--- src/design/grm_pkg.sv ---
// Shared constants, codes and types of the grid ray marcher.
package grm_pkg;

    localparam int MAP_W_DEF = 32;
    localparam int MAP_H_DEF = 16;

    localparam int PT_W      = 32;
    localparam int FRAC_BITS = 22;
    localparam int TEX_BITS  = 8;
    localparam int DIR_SHIFT = 14;

    localparam logic [FRAC_BITS-1:0] HALF_FRAC = FRAC_BITS'(1) << (FRAC_BITS - 1);

    localparam logic [7:0]  MARCH_STEP_RST = 8'd20;
    localparam logic [12:0] MAX_DIST_RST   = 13'd4096;

    localparam logic CFG_MARCH_STEP = 1'b0;
    localparam logic CFG_MAX_DIST   = 1'b1;

    localparam logic OP_LOAD = 1'b0;
    localparam logic OP_CAST = 1'b1;

    typedef enum logic [1:0] {
        KIND_MAX  = 2'd0,
        KIND_WALL = 2'd1,
        KIND_LEFT = 2'd2
    } hit_kind_t;

    typedef enum logic {
        ST_IDLE,
        ST_MARCH
    } state_t;

endpackage

--- src/design/grm_map.sv ---
// Wall map: one bit per cell, row writes and a single cell read port.
module grm_map #(
    parameter int MAP_W = grm_pkg::MAP_W_DEF,
    parameter int MAP_H = grm_pkg::MAP_H_DEF
) (
    input  logic                     aclk,
    input  logic                     aresetn,
    input  logic                     wr_en,
    input  logic [3:0]               wr_row,
    input  logic [31:0]              wr_bits,
    input  logic [$clog2(MAP_W)-1:0] rd_col,
    input  logic [$clog2(MAP_H)-1:0] rd_row,
    output logic                     rd_wall
);

    logic [MAP_W-1:0] rows_reg [MAP_H];

    always_ff @(posedge aclk) begin
        if (!aresetn) begin
            for (int r = 0; r < MAP_H; r++) begin
                rows_reg[r] <= '0;
            end
        end else begin
            for (int r = 0; r < MAP_H; r++) begin
                if (wr_en && (int'(wr_row) == r)) begin
                    rows_reg[r] <= MAP_W'(64'(wr_bits));
                end
            end
        end
    end

    always_comb begin
        if ((int'(rd_row) < MAP_H) && (int'(rd_col) < MAP_W)) begin
            rd_wall = rows_reg[rd_row][rd_col];
        end else begin
            rd_wall = 1'b0;
        end
    end

endmodule

--- src/design/grid_ray_marcher.sv ---
// Grid ray marcher top level: configuration, step sequencer and result register.
//
// A load word writes one map row. A cast word is first taken in, then the sample point
// advances once per march step, and a final test ends the march; it ends early when a
// wall is hit or the ray leaves the map, else when the distance reaches max_distance.
// The stepping is the single add-and-test step loop, which advances the sample point by
// a precomputed increment each cycle until the march stops. The map is cleared at reset.
// The result sits in an output register, so a new word is taken while the last result
// waits; a cast that finishes before that result is taken holds until it is.
module grid_ray_marcher #(
    parameter int MAP_W = grm_pkg::MAP_W_DEF,
    parameter int MAP_H = grm_pkg::MAP_H_DEF
) (
    input  logic               aclk,
    input  logic               aresetn,

    input  logic               cfg_wr_en,
    input  logic               cfg_index,
    input  logic [12:0]        cfg_data,

    input  logic               s_valid,
    output logic               s_ready,
    input  logic               s_operation,
    input  logic [3:0]         s_row_index,
    input  logic [31:0]        s_row_bits,
    input  logic [12:0]        s_player_x,
    input  logic [11:0]        s_player_y,
    input  logic signed [15:0] s_dir_x,
    input  logic signed [15:0] s_dir_y,

    output logic               m_valid,
    input  logic               m_ready,
    output logic [13:0]        m_distance,
    output logic [1:0]         m_hit_kind,
    output logic [4:0]         m_hit_cell_x,
    output logic [3:0]         m_hit_cell_y,
    output logic [7:0]         m_tex_u
);

    localparam int PT_W   = grm_pkg::PT_W;
    localparam int FB     = grm_pkg::FRAC_BITS;
    localparam int CELL_W = PT_W - FB;
    localparam int COL_W  = $clog2(MAP_W);
    localparam int ROW_W  = $clog2(MAP_H);

    grm_pkg::state_t state_reg, state_next;

    logic [7:0]  march_step_reg;
    logic [12:0] max_dist_reg;

    logic signed [PT_W-1:0] hx_reg, hy_reg;
    logic signed [PT_W-1:0] dxs_reg, dys_reg;
    logic [13:0]            dist_reg;
    logic                   pt_valid_reg;

    logic        m_valid_reg;
    logic [13:0] m_distance_reg;
    logic [1:0]  m_hit_kind_reg;
    logic [4:0]  m_hit_cell_x_reg;
    logic [3:0]  m_hit_cell_y_reg;
    logic [7:0]  m_tex_u_reg;

    logic [7:0]         step_eff;
    logic signed [24:0] prod_x, prod_y;
    logic [13:0]        dist_next;

    logic [CELL_W-1:0] cx, cy;
    logic              left_now, wall_now, hit_now, march_stop;
    logic              rd_wall;

    logic [FB-1:0]        fx, fy;
    logic signed [FB:0]   ox, oy;
    logic [FB:0]          ax, ay;
    logic                 use_x;
    logic [7:0]           tex_now;

    logic cast_go, load_go, out_free, finish, issue;

    always_ff @(posedge aclk) begin
        if (!aresetn) begin
            march_step_reg <= grm_pkg::MARCH_STEP_RST;
            max_dist_reg   <= grm_pkg::MAX_DIST_RST;
        end else if (cfg_wr_en) begin
            unique case (cfg_index)
                grm_pkg::CFG_MARCH_STEP: march_step_reg <= cfg_data[7:0];
                grm_pkg::CFG_MAX_DIST:   max_dist_reg   <= cfg_data;
            endcase
        end
    end

    assign step_eff  = (march_step_reg == '0) ? 8'd1 : march_step_reg;
    assign prod_x    = s_dir_x * $signed({1'b0, step_eff});
    assign prod_y    = s_dir_y * $signed({1'b0, step_eff});
    assign dist_next = dist_reg + 14'(step_eff);

    assign cx = hx_reg[PT_W-1:FB];
    assign cy = hy_reg[PT_W-1:FB];

    grm_map #(
        .MAP_W(MAP_W),
        .MAP_H(MAP_H)
    ) u_map (
        .aclk    (aclk),
        .aresetn (aresetn),
        .wr_en   (load_go),
        .wr_row  (s_row_index),
        .wr_bits (s_row_bits),
        .rd_col  (cx[COL_W-1:0]),
        .rd_row  (cy[ROW_W-1:0]),
        .rd_wall (rd_wall)
    );

    assign left_now = hx_reg[PT_W-1] || hy_reg[PT_W-1]
                   || (cx >= CELL_W'(MAP_W)) || (cy >= CELL_W'(MAP_H));
    assign wall_now = rd_wall;
    assign hit_now  = pt_valid_reg && (left_now || wall_now);

    assign fx = hx_reg[FB-1:0];
    assign fy = hy_reg[FB-1:0];
    assign ox = $signed({1'b0, fx}) - $signed({1'b0, grm_pkg::HALF_FRAC});
    assign oy = $signed({1'b0, fy}) - $signed({1'b0, grm_pkg::HALF_FRAC});
    assign ax = ox[FB] ? unsigned'(-ox) : unsigned'(ox);
    assign ay = oy[FB] ? unsigned'(-oy) : unsigned'(oy);
    assign use_x   = (ay > ax) || ((fy == fx) && (fx > grm_pkg::HALF_FRAC));
    assign tex_now = use_x ? hx_reg[FB-1 -: grm_pkg::TEX_BITS]
                           : hy_reg[FB-1 -: grm_pkg::TEX_BITS];

    always_comb begin
        s_ready    = (state_reg == grm_pkg::ST_IDLE);
        cast_go    = s_valid && s_ready && (s_operation == grm_pkg::OP_CAST);
        load_go    = s_valid && s_ready && (s_operation == grm_pkg::OP_LOAD);
        out_free   = !m_valid_reg || m_ready;
        march_stop = hit_now || (dist_reg >= {1'b0, max_dist_reg});
        finish     = (state_reg == grm_pkg::ST_MARCH) && march_stop && out_free;
        issue      = (state_reg == grm_pkg::ST_MARCH) && !march_stop;
    end

    always_comb begin
        state_next = state_reg;
        unique case (state_reg)
            grm_pkg::ST_IDLE: begin
                if (cast_go) begin
                    state_next = grm_pkg::ST_MARCH;
                end
            end
            grm_pkg::ST_MARCH: begin
                if (finish) begin
                    state_next = grm_pkg::ST_IDLE;
                end
            end
            default: state_next = grm_pkg::ST_IDLE;
        endcase
    end

    always_ff @(posedge aclk) begin
        if (!aresetn) begin
            state_reg    <= grm_pkg::ST_IDLE;
            pt_valid_reg <= 1'b0;
            dist_reg     <= '0;
            m_valid_reg  <= 1'b0;
        end else begin
            state_reg <= state_next;
            if (cast_go) begin
                pt_valid_reg <= 1'b0;
                dist_reg     <= '0;
            end else if (issue) begin
                pt_valid_reg <= 1'b1;
                dist_reg     <= dist_next;
            end
            if (finish) begin
                m_valid_reg <= 1'b1;
            end else if (m_ready) begin
                m_valid_reg <= 1'b0;
            end
        end
    end

    always_ff @(posedge aclk) begin
        if (cast_go) begin
            hx_reg  <= $signed({5'b0, s_player_x, {grm_pkg::DIR_SHIFT{1'b0}}});
            hy_reg  <= $signed({6'b0, s_player_y, {grm_pkg::DIR_SHIFT{1'b0}}});
            dxs_reg <= PT_W'(prod_x);
            dys_reg <= PT_W'(prod_y);
        end else if (issue) begin
            hx_reg <= hx_reg + dxs_reg;
            hy_reg <= hy_reg + dys_reg;
        end
    end

    always_ff @(posedge aclk) begin
        if (finish) begin
            m_hit_cell_x_reg <= '0;
            m_hit_cell_y_reg <= '0;
            m_tex_u_reg      <= '0;
            if (hit_now && left_now) begin
                m_distance_reg <= {1'b0, max_dist_reg};
                m_hit_kind_reg <= grm_pkg::KIND_LEFT;
            end else if (hit_now) begin
                m_distance_reg   <= dist_reg;
                m_hit_kind_reg   <= grm_pkg::KIND_WALL;
                m_hit_cell_x_reg <= cx[4:0];
                m_hit_cell_y_reg <= cy[3:0];
                m_tex_u_reg      <= tex_now;
            end else begin
                m_distance_reg <= dist_reg;
                m_hit_kind_reg <= grm_pkg::KIND_MAX;
            end
        end
    end

    assign m_valid      = m_valid_reg;
    assign m_distance   = m_distance_reg;
    assign m_hit_kind   = m_hit_kind_reg;
    assign m_hit_cell_x = m_hit_cell_x_reg;
    assign m_hit_cell_y = m_hit_cell_y_reg;
    assign m_tex_u      = m_tex_u_reg;

    a_cast_starts_clean: assert property (@(posedge aclk) disable iff (!aresetn)
        cast_go |=> (state_reg == grm_pkg::ST_MARCH) && !pt_valid_reg && (dist_reg == '0))
        else $error("cast did not start a clean march");

    a_busy_not_ready: assert property (@(posedge aclk) disable iff (!aresetn)
        (state_reg == grm_pkg::ST_MARCH) |-> !s_ready)
        else $error("input taken while marching");

    a_point_has_distance: assert property (@(posedge aclk) disable iff (!aresetn)
        pt_valid_reg |-> (dist_reg != '0))
        else $error("sample point without distance");

    a_finish_needs_room: assert property (@(posedge aclk) disable iff (!aresetn)
        (m_valid_reg && !m_ready) |=> !(finish && $past(m_valid_reg && !m_ready)) || m_ready
                                   || !m_valid_reg || $stable(m_distance_reg))
        else $error("pending result overwritten");

    a_idle_fields_zero: assert property (@(posedge aclk) disable iff (!aresetn)
        (m_valid && (m_hit_kind != 2'(grm_pkg::KIND_WALL)))
            |-> (m_tex_u == '0) && (m_hit_cell_x == '0) && (m_hit_cell_y == '0))
        else $error("non-wall result carries cell fields");

    a_left_at_max: assert property (@(posedge aclk) disable iff (!aresetn)
        (m_valid && (m_hit_kind == 2'(grm_pkg::KIND_LEFT)))
            |-> (m_distance == {1'b0, max_dist_reg}))
        else $error("left-map result with wrong distance");

endmodule
--- config.mk ---
export PLATFORM = sky130hd
export DESIGN_NAME = grid_ray_marcher
export DESIGN_NICKNAME = d
export VERILOG_FILES = /design/src/design/grm_pkg.sv /design/src/design/grm_map.sv /design/src/design/grid_ray_marcher.sv
export SDC_FILE = /design/constraint.sdc
export NUM_CORES = 2
export LEC_CHECK = 0
export BUFFER_PORTS_ARGS = -buffer_cell sky130_fd_sc_hd__buf_2
export CAP_MARGIN = 5
export CORE_UTILIZATION = 45
export CTS_CLUSTER_DIAMETER = 80
export DETAILED_ROUTE_END_ITERATION = 12
export PLACE_DENSITY = 0.71
export SYNTH_ARGS = -nofsm -noshare
export SYNTH_HDL_FRONTEND = slang
export SYNTH_SLANG_ARGS = --single-unit
--- constraint.sdc ---
create_clock -name aclk -period 5.9 [get_ports aclk]
set_clock_uncertainty 0.05 [all_clocks]
set_input_delay 0.59 -clock aclk [delete_from_list [all_inputs] [get_ports aclk]]
set_output_delay 0.59 -clock aclk [all_outputs]
set_load 0.02 [all_outputs]
==> PnR_summary.wiki <==
{| class="wikitable"
! Metric !! Value
|-
| Status || complete, no violations
|-
| Lkg Pwr || approximately 19 nW
|-
| Number of primary I/O pins || approximately 150
|-
| Clock tree root driver cell || clkbuf_16
|-
| Kind of launch point of the worst setup path || flop
|-
| Maximum root-to-sink buffer count || 3
|-
| Power per standard cell area || about 370 nW/um2
|-
| Die width || around 300 um
|-
| Number of CTS-inserted buffers || 72
|-
| Biggest area contributors in the synthesized netlist || edfxtp_1, fa_1, ha_1
|-
| Routed via count || 28,724
|-
| IR drop worst, VDD || approximately 0.21 mV
|-
| Grt ovf || 0
|-
| Synth warn || 0
|-
| Kind of end point of the critical path || flop
|-
| Data arrival time of the critical path || 5950 ps
|-
| Max FFs per register || ~500
|-
| Area overhead of the layout relative to synthesis || 11.01%
|-
| DRC violation count after routing || 0
|-
| Register bit count reported by yosys || approximately 700
|-
| Total of max-cap violations || 0
|-
| Setup WS pre-CTS || -66.08 ps
|-
| Maximum number of pins on one net before global-route repair || 70
|-
| Number of H-tree branching levels || 3
|-
| Data required time at the worst endpoint || a little over 6000 ps
|-
| Pint || between 10 and 15 mW
|-
| CTS tree || yes
|-
| Height of the die || ~310 um
|-
| Final Hold Fails || 0
|-
| Met2 Track Usage GR || between 30% and 40%
|-
| Period utilization || 95.41%
|-
| Switching part of the total power || about a third
|-
| Relative contribution of combinational cells to total power || approximately 37%
|-
| Wire length per cell || 21.57 um
|-
| Iteration-0 DRC count of the detailed router || ~2,500
|-
| Multi-input combinational cell area || roughly 20,000 um2
|-
| Slew headroom || around 18%
|-
| Largest area contributor in the netlist || edfxtp_1
|-
| Vias in the first global route || between 20,000 and 30,000
|-
| Reg area || ~20,000 um2
|-
| Highest net fanout along the worst path || 13
|-
| Worst Path Class, Setup || reg2reg
|-
| Sequential element share of the synthesized area || a little under half
|-
| Fraction of registers with async set/reset || 0%
|-
| Part of the total power dissipated in the clock network || approximately a quarter
|-
| Effective utilization at floorplan || around 45%
|-
| Area of the mapped netlist || around 42,000 um2
|-
| Filler instances || 8,130
|-
| Nets in the synthesized netlist || around 4,200
|-
| Count of non-filler cells in the finished layout || about 5,000
|-
| Class of the tightest hold or removal check || in2reg
|-
| I/O Buffers || between 100 and 150
|-
| Number of instances in the placed design || approximately 5,000
|-
| Latest clock arrival within the worst-skew pair || 650 ps
|-
| Global-route usage over all layers || 23.14%
|-
| Number of core rows || between 100 and 150
|-
| Global-route track usage on met1 || between 30% and 40%
|-
| GRT Max-Usage Layer || met2
|-
| Routability congestion estimate from global placement || roughly 0.89
|-
| Part of the total power dissipated in sequential elements || around 37%
|-
| Die footprint || between 90,000 and 100,000 um2
|-
| Post-detailed-routing wire length || between 100,000 and 150,000 um
|-
| Clock period minus final worst setup slack || roughly 5600 ps
|-
| Vias per cell || around 5.6
|-
| Remaining antenna violation count || 0
|-
| Cell count after synthesis || 3,688
|-
| Worst Max-Slew Pin Slew || between 1000 and 1500 ps
|-
| Fmax achieved || 177.6 MHz
|-
| Number of flops mapped to enable cells by yosys || 620
|-
| Wire length of the first global-routing pass || around 170,000 um
|-
| Psw || 6.095 mW
|-
| Number of antenna violations at the first check in global routing || 12
|-
| Post-route worst setup slack || about 270 ps
|-
| Detailed placement HPWL || around 74,000 um
|-
| Met3 Resource Use GR || 3.850%
|-
| Share of the synthesized area in the top cell type || 43.88%
|-
| Area of the placeable core || about 93,000 um2
|-
| Top FF cell, synth || edfxtp_1
|-
| Final setup viols || 0
|-
| Clock edge transition at the registers on the reported setup and hold paths || around 60 ps
|-
| Number of sinks driven by the clock tree || between 700 and 800
|-
| Average footprint of a synthesized cell || 11.50 um2
|-
| Number of max-slew violations in the final report || 0
|-
| Total number of nets in the final design || between 4,000 and 5,000
|-
| Post-synthesis cell type count || 76
|-
| Total power of the final layout || approximately 18 mW
|-
| Share of layout cells above drive strength 1 || between 10% and 20%
|-
| Length of the first detailed-routing pass in iterations || 5
|}
worst paths after layout:
path,from,end,slack [ps],depth (start not counted)
hold reg to reg,march_step_reg[0]$_SDFFE_PN0P_,march_step_reg[0]$_SDFFE_PN0P_,420,2
hold / removal,cfg_data[12],max_dist_reg[12]$_SDFFE_PN1P_,150,3
setup reg to reg,march_step_reg[7]$_SDFFE_PN0P_,dys_reg[23]$_DFFE_PP_,270,21
setup / recovery,march_step_reg[7]$_SDFFE_PN0P_,dys_reg[23]$_DFFE_PP_,270,21
Yosys cell counts (10+ instances only):
cell type,n
inv_1,335
a21o_1,58
nand2_1,328
clkbuf_1,150
o21a_1,22
buf_1,10
and3_1,21
buf_2,25
and2_1,142
nor3_1,50
nor2_1,430
xor2_1,50
a22oi_1,32
o31ai_1,18
a21boi_0,25
nor2b_1,28
nand2b_1,18
dfxtp_1,81
nand3_1,79
o211ai_1,11
nor4_1,20
a21oi_1,112
ha_1,208
or3_1,11
fa_1,207
o21bai_1,15
a31oi_1,17
a211oi_1,18
mux2i_1,63
o21ai_0,121
mux2_2,18
xnor2_1,100
edfxtp_1,620
nand4_1,27
mux4_2,108
cell usage in the layout, fill, tap and decap left out, types with 19 or more instances in the layout:
cell type  synthesis  routed
o21ai_0          121     116
nor3_1            50      50
nor2b_1           28      28
mux2i_1           63      63
edfxtp_1         620     620
nand3_1           79      78
a21oi_1          112     109
mux4_2           108     108
fa_1             207     207
dfxtp_1           81      77
nor2_1           430     430
nor4_1            20      19
xor2_1            50      50
a21boi_0          25      25
a22oi_1           32      32
xnor2_1          100     100
inv_1            335     335
and2_1           142     142
a21o_1            58      57
buf_2             25     146
nand4_1           27      27
clkbuf_16          0      74
nand2_1          328     316
o21a_1            22      22
and3_1            21      20
ha_1             208     205
buf_4              7      57
stage by stage:
step                      area, um2  setup TNS, ps  hold WS, ps  utilization [%]
final                         47100              0        150.3            50.47
after detailed placement      44560         -66.08        416.0            47.74
after global routing          47100         -20.30        148.7            50.46
after CTS                     46960              0        115.9            50.32
after global placement        44560              0        410.0            47.74
after floorplan               42430              0        393.7                -
logic make-up (layout without fill, tap and decap cells):
group           Yosys count  in the layout  synth area share, %
buf+inv                 536            683                5.028
xor+xnor                150            150                3.096
mux                     189            189                7.697
compound gates          507            507                7.764
other cells               2              6              0.01770
flops                   701            701                47.70
simple gates           1188           1188                12.80
fa+ha+maj               415            415                15.90
per-layer routing:
| metal | share of wire (%) | routed length (um) |
|---|---|---|
| met5 | 0.026 | 29 |
| met2 | 49 | 53470 |
| met1 | 41 | 44580 |
| met3 | 8.3 | 9112 |
| met4 | 2.4 | 2683 |
power groups by stage:
stage | combinational (mW) | clock (mW) | sequential, mW
after detailed placement | 6.30 | 0 | 6.60
after global placement | 6.19 | 0 | 6.58
after floorplan | 5.06 | 0 | 6.25
after CTS | 6.35 | 4.70 | 6.50
after global routing | 7.17 | 4.88 | 6.55
final | 6.41 | 4.64 | 6.50
layout make-up:
| cell class | count | share of cell area [%] |
|---|---|---|
| flip-flops and latches | 701 | 43.00 |
| multi-input cells | 2451 | 42.96 |
| clock buffers | 82 | 3.950 |
| well taps | 1254 | 3.331 |
| repair buffers | 214 | 2.919 |
| inverters | 336 | 2.678 |
| clock inverters | 51 | 1.145 |
| diodes | 4 | 0.02125 |
repair_timing:
action                                  CTS  global route
endpoints found under the setup margin    1             8
gates resized for setup                   1            12
setup buffers                             0             4
cloned                                    0             1
hold buffers                              0             0
endpoints found under the hold margin     0             0
pin swaps                                 0             7
critical path: stages (launching register included):
cell      delay [ps]
dfxtp_1          320
nor4_2           290
a21o_2           230
buf_12           170
buf_6            160
nand2_1           80
fa_1             540
inv_1             50
fa_1             480
fa_1             540
inv_1             50
fa_1             470
inv_1             40
ha_1             230
or3_1            370
o32ai_2          300
o21a_1           190
a21oi_1           80
a21o_1           220
o21ai_0          170
o221ai_1         170
xor2_1           170
(Power assumes the default switching activity.)
